<file path="src/hdl/cfr_pkg.sv">
// shared types and a constant for the continued-fraction rationalizer
`default_nettype none
package cfr_pkg;

    typedef enum logic [2:0] {
        ST_IDLE,
        ST_TEST,
        ST_DIV,
        ST_UPDATE,
        ST_OUT
    } cfr_state_t;

    typedef struct packed {
        logic load;
        logic div_start;
        logic update;
        logic emit;
    } cfr_cmd_t;

    typedef struct packed {
        logic pass;
        logic div_done;
    } cfr_status_t;

    localparam logic [31:0] TOL_RESET = 32'd4295;

endpackage
`default_nettype wire

</file>
<file path="src/hdl/cfr_ctrl.sv">
// sequencer for the continued-fraction expansion
`default_nettype none
module cfr_ctrl
    import cfr_pkg::*;
#(
    parameter int MAX_TERMS = 48
) (
    input  wire logic        aclk,
    input  wire logic        aresetn,
    input  wire logic        s_tvalid,
    output logic             s_tready,
    output logic             m_tvalid,
    input  wire logic        m_tready,
    input  wire logic        cfg_valid,
    output logic             cfg_ready,
    input  cfr_status_t      status,
    output cfr_cmd_t         cmd,
    output logic [6:0]       terms
);
    cfr_state_t state_reg, state_next;
    logic [6:0] terms_reg, terms_next;
    logic       mvalid_reg, mvalid_next;

    always_ff @(posedge aclk) begin
        if (!aresetn) begin
            state_reg  <= ST_IDLE;
            terms_reg  <= '0;
            mvalid_reg <= 1'b0;
        end else begin
            state_reg  <= state_next;
            terms_reg  <= terms_next;
            mvalid_reg <= mvalid_next;
        end
    end

    always_comb begin
        state_next  = state_reg;
        terms_next  = terms_reg;
        mvalid_next = mvalid_reg;
        cmd         = '0;
        s_tready    = 1'b0;
        cfg_ready   = 1'b0;
        case (state_reg)
            ST_IDLE: begin
                cfg_ready = 1'b1;
                s_tready  = (!mvalid_reg || m_tready) && !cfg_valid;
                if (mvalid_reg && m_tready) mvalid_next = 1'b0;
                if (s_tvalid && s_tready) begin
                    cmd.load   = 1'b1;
                    terms_next = 7'd1;
                    state_next = ST_TEST;
                end
            end
            ST_TEST: begin
                if (mvalid_reg && m_tready) mvalid_next = 1'b0;
                if (status.pass || terms_reg >= 7'(MAX_TERMS)) begin
                    state_next = ST_OUT;
                end else begin
                    cmd.div_start = 1'b1;
                    state_next    = ST_DIV;
                end
            end
            ST_DIV: begin
                if (mvalid_reg && m_tready) mvalid_next = 1'b0;
                if (status.div_done) begin
                    state_next = ST_UPDATE;
                end
            end
            ST_UPDATE: begin
                if (mvalid_reg && m_tready) mvalid_next = 1'b0;
                cmd.update = 1'b1;
                terms_next = terms_reg + 7'd1;
                state_next = ST_TEST;
            end
            ST_OUT: begin
                if (!mvalid_reg || m_tready) begin
                    cmd.emit    = 1'b1;
                    mvalid_next = 1'b1;
                    state_next  = ST_IDLE;
                end
            end
            default: state_next = ST_IDLE;
        endcase
    end

    assign m_tvalid = mvalid_reg;
    assign terms    = terms_reg;

`ifndef SYNTHESIS
    a_terms_bound: assert property (@(posedge aclk) disable iff (!aresetn)
        terms_reg <= 7'(MAX_TERMS))
        else $error("term count overflow");
    a_load_idle: assert property (@(posedge aclk) disable iff (!aresetn)
        cmd.load |-> state_reg == ST_IDLE)
        else $error("load outside idle");
    a_out_valid: assert property (@(posedge aclk) disable iff (!aresetn)
        (state_reg == ST_OUT && (!mvalid_reg || m_tready)) |=> mvalid_reg)
        else $error("result lost");
`endif

endmodule
`default_nettype wire

</file>
<file path="src/hdl/cfr_div.sv">
// radix-2 restoring divider for the euclid quotient
`default_nettype none
module cfr_div #(
    parameter int W = 33
) (
    input  wire logic         aclk,
    input  wire logic         aresetn,
    input  wire logic         start,
    input  wire logic [W-1:0] dividend,
    input  wire logic [W-1:0] divisor,
    output logic              done,
    output logic              step,
    output logic              qbit,
    output logic [W-1:0]      remainder
);
    localparam int CW = $clog2(W + 1);
    logic [W-1:0]  q_reg, q_next;
    logic [W:0]    r_reg, r_next;
    logic [W-1:0]  d_reg, d_next;
    logic [CW-1:0] cnt_reg, cnt_next;
    logic          busy_reg, busy_next;
    logic [W:0]    trial;
    logic [W:0]    sh;

    always_ff @(posedge aclk) begin
        if (!aresetn) begin
            busy_reg <= 1'b0;
            cnt_reg  <= '0;
        end else begin
            busy_reg <= busy_next;
            cnt_reg  <= cnt_next;
        end
        q_reg <= q_next;
        r_reg <= r_next;
        d_reg <= d_next;
    end

    always_comb begin
        q_next    = q_reg;
        r_next    = r_reg;
        d_next    = d_reg;
        cnt_next  = cnt_reg;
        busy_next = busy_reg;
        done      = 1'b0;
        sh        = {r_reg[W-1:0], q_reg[W-1]};
        trial     = sh - {1'b0, d_reg};
        if (start) begin
            q_next    = dividend;
            r_next    = '0;
            d_next    = divisor;
            cnt_next  = CW'(W);
            busy_next = 1'b1;
        end else if (busy_reg) begin
            if (!trial[W]) begin
                r_next = trial;
                q_next = {q_reg[W-2:0], 1'b1};
            end else begin
                r_next = sh;
                q_next = {q_reg[W-2:0], 1'b0};
            end
            cnt_next = cnt_reg - 1'b1;
            if (cnt_reg == CW'(1)) busy_next = 1'b0;
        end else begin
            done = 1'b0;
        end
        if (busy_reg && cnt_reg == CW'(1)) done = 1'b1;
    end

    // quotient bits leave msb first, one per busy cycle
    assign step      = busy_reg && !start;
    assign qbit      = !trial[W];
    assign remainder = r_next[W-1:0];

endmodule
`default_nettype wire

</file>
<file path="src/hdl/cfr_dp.sv">
// euclid and convergent datapath
`default_nettype none
module cfr_dp
    import cfr_pkg::*;
#(
    parameter int FRAC_BITS = 32
) (
    input  wire logic        aclk,
    input  wire logic        aresetn,
    input  wire logic [63:0] value,
    input  wire logic [31:0] tolerance,
    input  cfr_cmd_t         cmd,
    output cfr_status_t      status,
    output logic [63:0]      numerator,
    output logic [32:0]      denominator
);
    localparam int W = FRAC_BITS + 1;

    logic [W-1:0] num_reg, rem_reg, nrem_reg;
    logic [63:0]  p_reg, pp_reg, pacc_reg;
    logic [W-1:0] q_reg, qp_reg, qacc_reg;
    logic [63:0]  tq_reg, tqp_reg, tacc_reg;
    logic [W-1:0] rmd;
    logic         dv_done;
    logic         dv_step;
    logic         dv_bit;
    logic [63:0]  a0;

    cfr_div #(.W(W)) u_div (
        .aclk      (aclk),
        .aresetn   (aresetn),
        .start     (cmd.div_start),
        .dividend  (num_reg),
        .divisor   (rem_reg),
        .done      (dv_done),
        .step      (dv_step),
        .qbit      (dv_bit),
        .remainder (rmd)
    );

    assign a0 = 64'($signed(value) >>> FRAC_BITS);

    // a*p, a*q and a*tol*q built by shift and add as quotient bits arrive
    always_ff @(posedge aclk) begin
        if (cmd.load) begin
            num_reg <= W'(1) << FRAC_BITS;
            rem_reg <= W'(value[FRAC_BITS-1:0]);
            p_reg   <= a0;
            pp_reg  <= 64'd1;
            q_reg   <= W'(1);
            qp_reg  <= '0;
            tq_reg  <= 64'(tolerance);
            tqp_reg <= '0;
        end
        if (cmd.div_start) begin
            pacc_reg <= '0;
            qacc_reg <= '0;
            tacc_reg <= '0;
        end else if (dv_step) begin
            pacc_reg <= {pacc_reg[62:0], 1'b0} + (dv_bit ? p_reg : 64'd0);
            qacc_reg <= {qacc_reg[W-2:0], 1'b0} + (dv_bit ? q_reg : {W{1'b0}});
            tacc_reg <= {tacc_reg[62:0], 1'b0} + (dv_bit ? tq_reg : 64'd0);
        end
        if (dv_done) nrem_reg <= rmd;
        if (cmd.update) begin
            num_reg <= rem_reg;
            rem_reg <= nrem_reg;
            pp_reg  <= p_reg;
            p_reg   <= pacc_reg + pp_reg;
            qp_reg  <= q_reg;
            q_reg   <= qacc_reg + qp_reg;
            tqp_reg <= tq_reg;
            tq_reg  <= tacc_reg + tqp_reg;
        end
    end

    assign status.pass     = 64'(rem_reg) <= tq_reg;
    assign status.div_done = dv_done;
    assign numerator       = p_reg;
    assign denominator     = 33'(q_reg);

endmodule
`default_nettype wire

</file>
<file path="src/hdl/continued_fraction_rationalizer_top.sv">
// top level of the continued-fraction rationalizer
//
// s_axis: one item carries a signed Q31.32 value in s_tdata
// m_axis: one item carries numerator, denominator and terms used
// cfg: tolerance write, taken at cfg_valid && cfg_ready, only while idle;
// a pending config write holds off s_tready in that cycle
// each further term passes through the test state, the divider loop and
// the update state; the products come out of the divider loop by shift and add
// m_tvalid rises as the result register is loaded, after at most MAX_TERMS
// terms, 48 by default; the block works on one item at a time; the next item
// is taken back in idle once the result is registered, while the output
// register is free or being emptied and no config write is pending
// a stalled m_tready holds the result, the block waits in idle or in its
// output state and keeps s_tready low
// reset clears control, sets tolerance to 4295 and leaves no result pending
`default_nettype none
module continued_fraction_rationalizer_top
    import cfr_pkg::*;
#(
    parameter int FRAC_BITS = 32,
    parameter int MAX_TERMS = 48
) (
    input  wire logic         aclk,
    input  wire logic         aresetn,
    input  wire logic         s_tvalid,
    output logic              s_tready,
    input  wire logic [63:0]  s_tdata,   // value
    output logic              m_tvalid,
    input  wire logic         m_tready,
    output logic [103:0]      m_tdata,   // numerator, denominator, terms_used, zero fill
    input  wire logic         cfg_valid,
    output logic              cfg_ready,
    input  wire logic [31:0]  cfg_data
);
    cfr_cmd_t    cmd;
    cfr_status_t status;
    logic [31:0] tol_reg;
    logic [6:0]  terms;
    logic [63:0] numerator;
    logic [32:0] denominator;
    logic [102:0] res_reg;

    always_ff @(posedge aclk) begin
        if (!aresetn) tol_reg <= TOL_RESET;
        else if (cfg_valid && cfg_ready) tol_reg <= cfg_data;
        if (cmd.emit)
            res_reg <= {terms[5:0], denominator, numerator};
    end

    cfr_ctrl #(.MAX_TERMS(MAX_TERMS)) u_ctrl (
        .aclk      (aclk),
        .aresetn   (aresetn),
        .s_tvalid  (s_tvalid),
        .s_tready  (s_tready),
        .m_tvalid  (m_tvalid),
        .m_tready  (m_tready),
        .cfg_valid (cfg_valid),
        .cfg_ready (cfg_ready),
        .status    (status),
        .cmd       (cmd),
        .terms     (terms)
    );

    cfr_dp #(.FRAC_BITS(FRAC_BITS)) u_dp (
        .aclk        (aclk),
        .aresetn     (aresetn),
        .value       (s_tdata),
        .tolerance   (tol_reg),
        .cmd         (cmd),
        .status      (status),
        .numerator   (numerator),
        .denominator (denominator)
    );

    assign m_tdata = {1'b0, res_reg};

`ifndef SYNTHESIS
    a_den_pos: assert property (@(posedge aclk) disable iff (!aresetn)
        m_tvalid |-> m_tdata[96:64] != 33'd0)
        else $error("zero denominator");
    a_terms_nz: assert property (@(posedge aclk) disable iff (!aresetn)
        m_tvalid |-> m_tdata[102:97] != 6'd0)
        else $error("zero term count");
    a_hold: assert property (@(posedge aclk) disable iff (!aresetn)
        (m_tvalid && !m_tready) |=> $stable(m_tdata))
        else $error("result changed under stall");
`endif

endmodule
`default_nettype wire

</file>
<file path="config.mk">
export PLATFORM = sky130hd
export DESIGN_NAME = continued_fraction_rationalizer_top
export DESIGN_NICKNAME = d
export VERILOG_FILES = /design/src/hdl/cfr_pkg.sv /design/src/hdl/cfr_ctrl.sv /design/src/hdl/cfr_div.sv /design/src/hdl/cfr_dp.sv /design/src/hdl/continued_fraction_rationalizer_top.sv
export SDC_FILE = /design/constraint.sdc
export NUM_CORES = 2
export LEC_CHECK = 0
export BUFFER_PORTS_ARGS = -buffer_cell sky130_fd_sc_hd__buf_4
export CORE_MARGIN = 2
export CORE_UTILIZATION = 60
export CTS_CLUSTER_DIAMETER = 60
export DETAILED_ROUTE_END_ITERATION = 6
export PLACE_DENSITY = 0.86
export SYNTH_ARGS = -nofsm -noshare
export SYNTH_HDL_FRONTEND = slang
export SYNTH_SLANG_ARGS = --single-unit
export TNS_END_PERCENT = 100
</file>
<file path="constraint.sdc">
create_clock -name aclk -period 31 [get_ports aclk]
set_clock_uncertainty 0.05 [all_clocks]
set_input_delay 3.1 -clock aclk [delete_from_list [all_inputs] [get_ports aclk]]
set_output_delay 3.1 -clock aclk [all_outputs]
set_load 0.01 [all_outputs]
</file>
==> impl_metrics.env <==
export IMPL_status="finished, final reports clean"
export IMPL_r2r_end="u_dp.tacc_reg[62]$_SDFFE_PP0P_"
export IMPL_async_flop_share_pct=0
export IMPL_drive_gt1_share_pct=7.78
export IMPL_cts_sinks=834
export IMPL_cts_tree="built"
export IMPL_hp_class="register to register"
export IMPL_die_area_sq_mm=0.0868
export IMPL_synth_seq_cells=834
export IMPL_ctsResizeCount=0
export IMPL_fp_row_count=106
export IMPL_cp_max_fo=50
export IMPL_wl_per_cell_um=19.9
export IMPL_dpl_cell_area_sq_mm=0.0529
export IMPL_final_cell_mix="edfxtp_1, nand2_1, nor2_1"
export IMPL_synthDistinctLibCells=96
export IMPL_track_usage_pct=29.7
export IMPL_p_int_mw=1.97
export IMPL_globalplace_congestion=0.942
export IMPL_critPathMaxStageDelay_ns=0.83
export IMPL_holdWs_ns=0.407
export IMPL_mostFrequentLayoutCell="edfxtp_1"
export IMPL_place_inst=6398
export IMPL_end_kind="register"
export IMPL_clkLatencyLatePin_ns=0.68
export IMPL_fmax_mhz=132
export IMPL_p_leak_nw=23.7
export IMPL_hold_viol=0
export IMPL_clkPwrFrac_pct=43.2
export IMPL_synthFlopType="edfxtp_1"
export IMPL_ios=208
export IMPL_utilization_pct=67.0
export IMPL_worst_slack_ns=23.45
export IMPL_crit_chain="inv_1, ha_1, nor2b_1, o31a_1, o31ai_1, a21oi_1, nand4b_1, nand2_1, xor2_4, buf_4, nor2_1, ha_1, a211oi_1, nand2_1, o311ai_0, a311oi_1, a211oi_1, o21ai_1, a221oi_2, o2111ai_1, a31oi_1, xor2_1, o2bb2ai_1"
export IMPL_cts_root_buf="clkbuf_16"
export IMPL_reg2regPathDepth=23
export IMPL_netSwitchingFraction_pct=24.5
export IMPL_vias_per_cell=6.15
export IMPL_power_mw=2.60
export IMPL_drv_slew=0
export IMPL_hp_start="u_dp.rem_reg[0]$_DFFE_PP_"
export IMPL_instances_no_fill=6570
export IMPL_hold_end="u_dp.u_div.d_reg[0]$_DFFE_PP_"
export IMPL_ir_drop_uv=42.5
export IMPL_setup_viol=0
export IMPL_vias=40393
export IMPL_holdPathStages=0
export IMPL_rsz0062_at_grt="no"
export IMPL_final_fill_count=6494
export IMPL_synth_edf_count=590
export IMPL_yosysSeqAreaShare_pct=44.6
export IMPL_multi_input_comb_area_sq_mm=0.0265
export IMPL_syn_to_final_growth_pct=10.6
export IMPL_clk_pin_slew_ns=0.06
export IMPL_antenna_found_initial=1
export IMPL_crit_arrival_ns=8.01
export IMPL_preCtsSetupSlack_ns=23.69
export IMPL_fin_crit_sh_pct=24.3
export IMPL_period_minus_slack_ns=7.55
export IMPL_power_net_switching_uw=637
export IMPL_ctsLongestPathBuffers=3
export IMPL_power_density_mw_per_mm2=46.4
export IMPL_first_global_vias=38802
export IMPL_grt_pass1_wl_mm=206
export IMPL_cts_buffers_inserted=92
export IMPL_worst_pin_slew_ns=1.10
export IMPL_max_cap_violations=0
export IMPL_nNetsFinal=5849
export IMPL_fin_tns_setup_ns=0
export IMPL_final_area_sq_mm=0.0561
export IMPL_drtIter0Drc=3604
export IMPL_dp_hpwl_mm=92.8
export IMPL_coreArea_sq_mm=0.0837
export IMPL_drc_errors=0
export IMPL_synth_nets=5772
export IMPL_cts_hold_repair_buffers=0
export IMPL_cts_setup_buffers=0
export IMPL_grt_max_degree=148
export IMPL_slowest_stage="xor2_4"
export IMPL_path_class="register to register"
export IMPL_die_w_um=295
export IMPL_worst_setup_path_start_kind="register"
export IMPL_worstPathRequired_ns=31.46
export IMPL_syn_inst=5281
export IMPL_avgSynthCellArea_sq_um=9.60
export IMPL_pwr_share_comb_pct=8.9
export IMPL_gr_total_overflow=0
export IMPL_antenna_cells=0
export IMPL_yosys_warnings=0
export IMPL_start_util_pct=60.6
export IMPL_syn_area_sq_mm=0.0507
export IMPL_dr_pass1_iters=6
export IMPL_regArea_sq_mm=0.0226
export IMPL_timing_rr_start="u_dp.u_div.d_reg[1]$_DFFE_PP_"
export IMPL_r2r_setup_slack_ns=23.45
export IMPL_largest_register_ffs=103
export IMPL_ant_nets=0
export IMPL_htree_levels=3
export IMPL_port_buffers=206
export IMPL_power_frac_seq_pct=47.9
export IMPL_die_h_um=295
export IMPL_slew_headroom_pct=26.7
export IMPL_drt_total_wl_mm=131
==> synthesized netlist by cell type, drive strengths merged, types with 20 or more instances <==
| cell type | count | area share [%] |
|---|---|---|
| a211oi | 63 | 0.93 |
| a21boi | 40 | 0.59 |
| a21o | 229 | 3.4 |
| a21oi | 411 | 4.1 |
| a221oi | 23 | 0.41 |
| a31oi | 40 | 0.51 |
| and2 | 302 | 3.7 |
| and3 | 48 | 0.59 |
| buf | 40 | 0.41 |
| clkbuf | 208 | 1.5 |
| dfxtp | 244 | 9.6 |
| edfxtp | 590 | 35 |
| ha | 383 | 9.5 |
| inv | 175 | 1.3 |
| mux2i | 107 | 2.1 |
| nand2 | 589 | 4.4 |
| nand2b | 34 | 0.42 |
| nand3 | 92 | 0.91 |
| nand4 | 74 | 0.91 |
| nor2 | 465 | 3.4 |
| nor2b | 39 | 0.48 |
| nor3 | 53 | 0.52 |
| nor4 | 20 | 0.25 |
| o211ai | 27 | 0.40 |
| o21a | 49 | 0.73 |
| o21ai | 293 | 2.9 |
| o21bai | 59 | 0.87 |
| o2bb2ai | 24 | 0.41 |
| o31ai | 21 | 0.33 |
| xnor2 | 183 | 3.2 |
| xor2 | 125 | 2.2 |
==> critical path, delay by kind of cell (launching register included) <==
family | cells | cell delay, ns
buffers and inverters | 2 | 0.73
AOI/OAI and AO/OA | 12 | 3.69
adders and majority gates | 2 | 0.64
xor gates and xnor gates | 2 | 0.99
DFF | 1 | 0.36
and+or+nand+nor | 5 | 0.89
==> area by class of cell <==
type / instances / area share, %
repair buffers: 231 / 3.12
clock buffers: 130 / 4.62
multi-input cells: 4024 / 47.3
well taps: 1134 / 2.53
inverters: 175 / 1.18
flip-flops and latches: 834 / 40.3
clock inverters: 42 / 0.964
==> logic make-up after synthesis <==
family | share of synthesized area, %
buffers and inverters | 3.25
adder cells (fa/ha/maj) | 9.73
AND/OR/NAND/NOR | 16.9
AO/OA/AOI/OAI | 18.0
multiplexers | 2.18
flip-flops | 44.6
XOR/XNOR | 5.38
other | 0.00740
==> how the worst max path moves through the flow <==
stage,startpoint,to,slack (ns),cells after the start
finish,u_dp.u_div.d_reg[1]$_DFFE_PP_,u_dp.tacc_reg[62]$_SDFFE_PP0P_,23.45,23
detailed placement,u_dp.u_div.d_reg[1]$_DFFE_PP_,u_dp.tacc_reg[62]$_SDFFE_PP0P_,23.69,23
CTS,u_dp.u_div.d_reg[1]$_DFFE_PP_,u_dp.tacc_reg[62]$_SDFFE_PP0P_,23.64,23
global route,u_dp.u_div.d_reg[10]$_DFFE_PP_,u_dp.tacc_reg[62]$_SDFFE_PP0P_,23.12,23
global placement,u_dp.u_div.d_reg[1]$_DFFE_PP_,u_dp.tacc_reg[62]$_SDFFE_PP0P_,23.94,23
floorplan,m_tready,u_ctrl.terms[3]$_SDFFE_PN0P_,17.89,7
==> metal layers <==
layer / routed length [um] / track usage [%]
met3: 8150 / 3.48
met4: 5510 / 12.6
met1: 54600 / 38.8
met5: 0 / 0
met2: 62500 / 49.9
==> power groups by stage <==
stage | logic, mW | registers (mW) | clock network (mW)
floorplan | 0.165 | 1.27 | 0
CTS | 0.228 | 1.25 | 1.14
finish | 0.231 | 1.25 | 1.12
global route | 0.255 | 1.25 | 1.18
global placement | 0.220 | 1.27 | 0
detailed placement | 0.226 | 1.27 | 0
No activity file was read; power rests on OpenSTA's default activity.
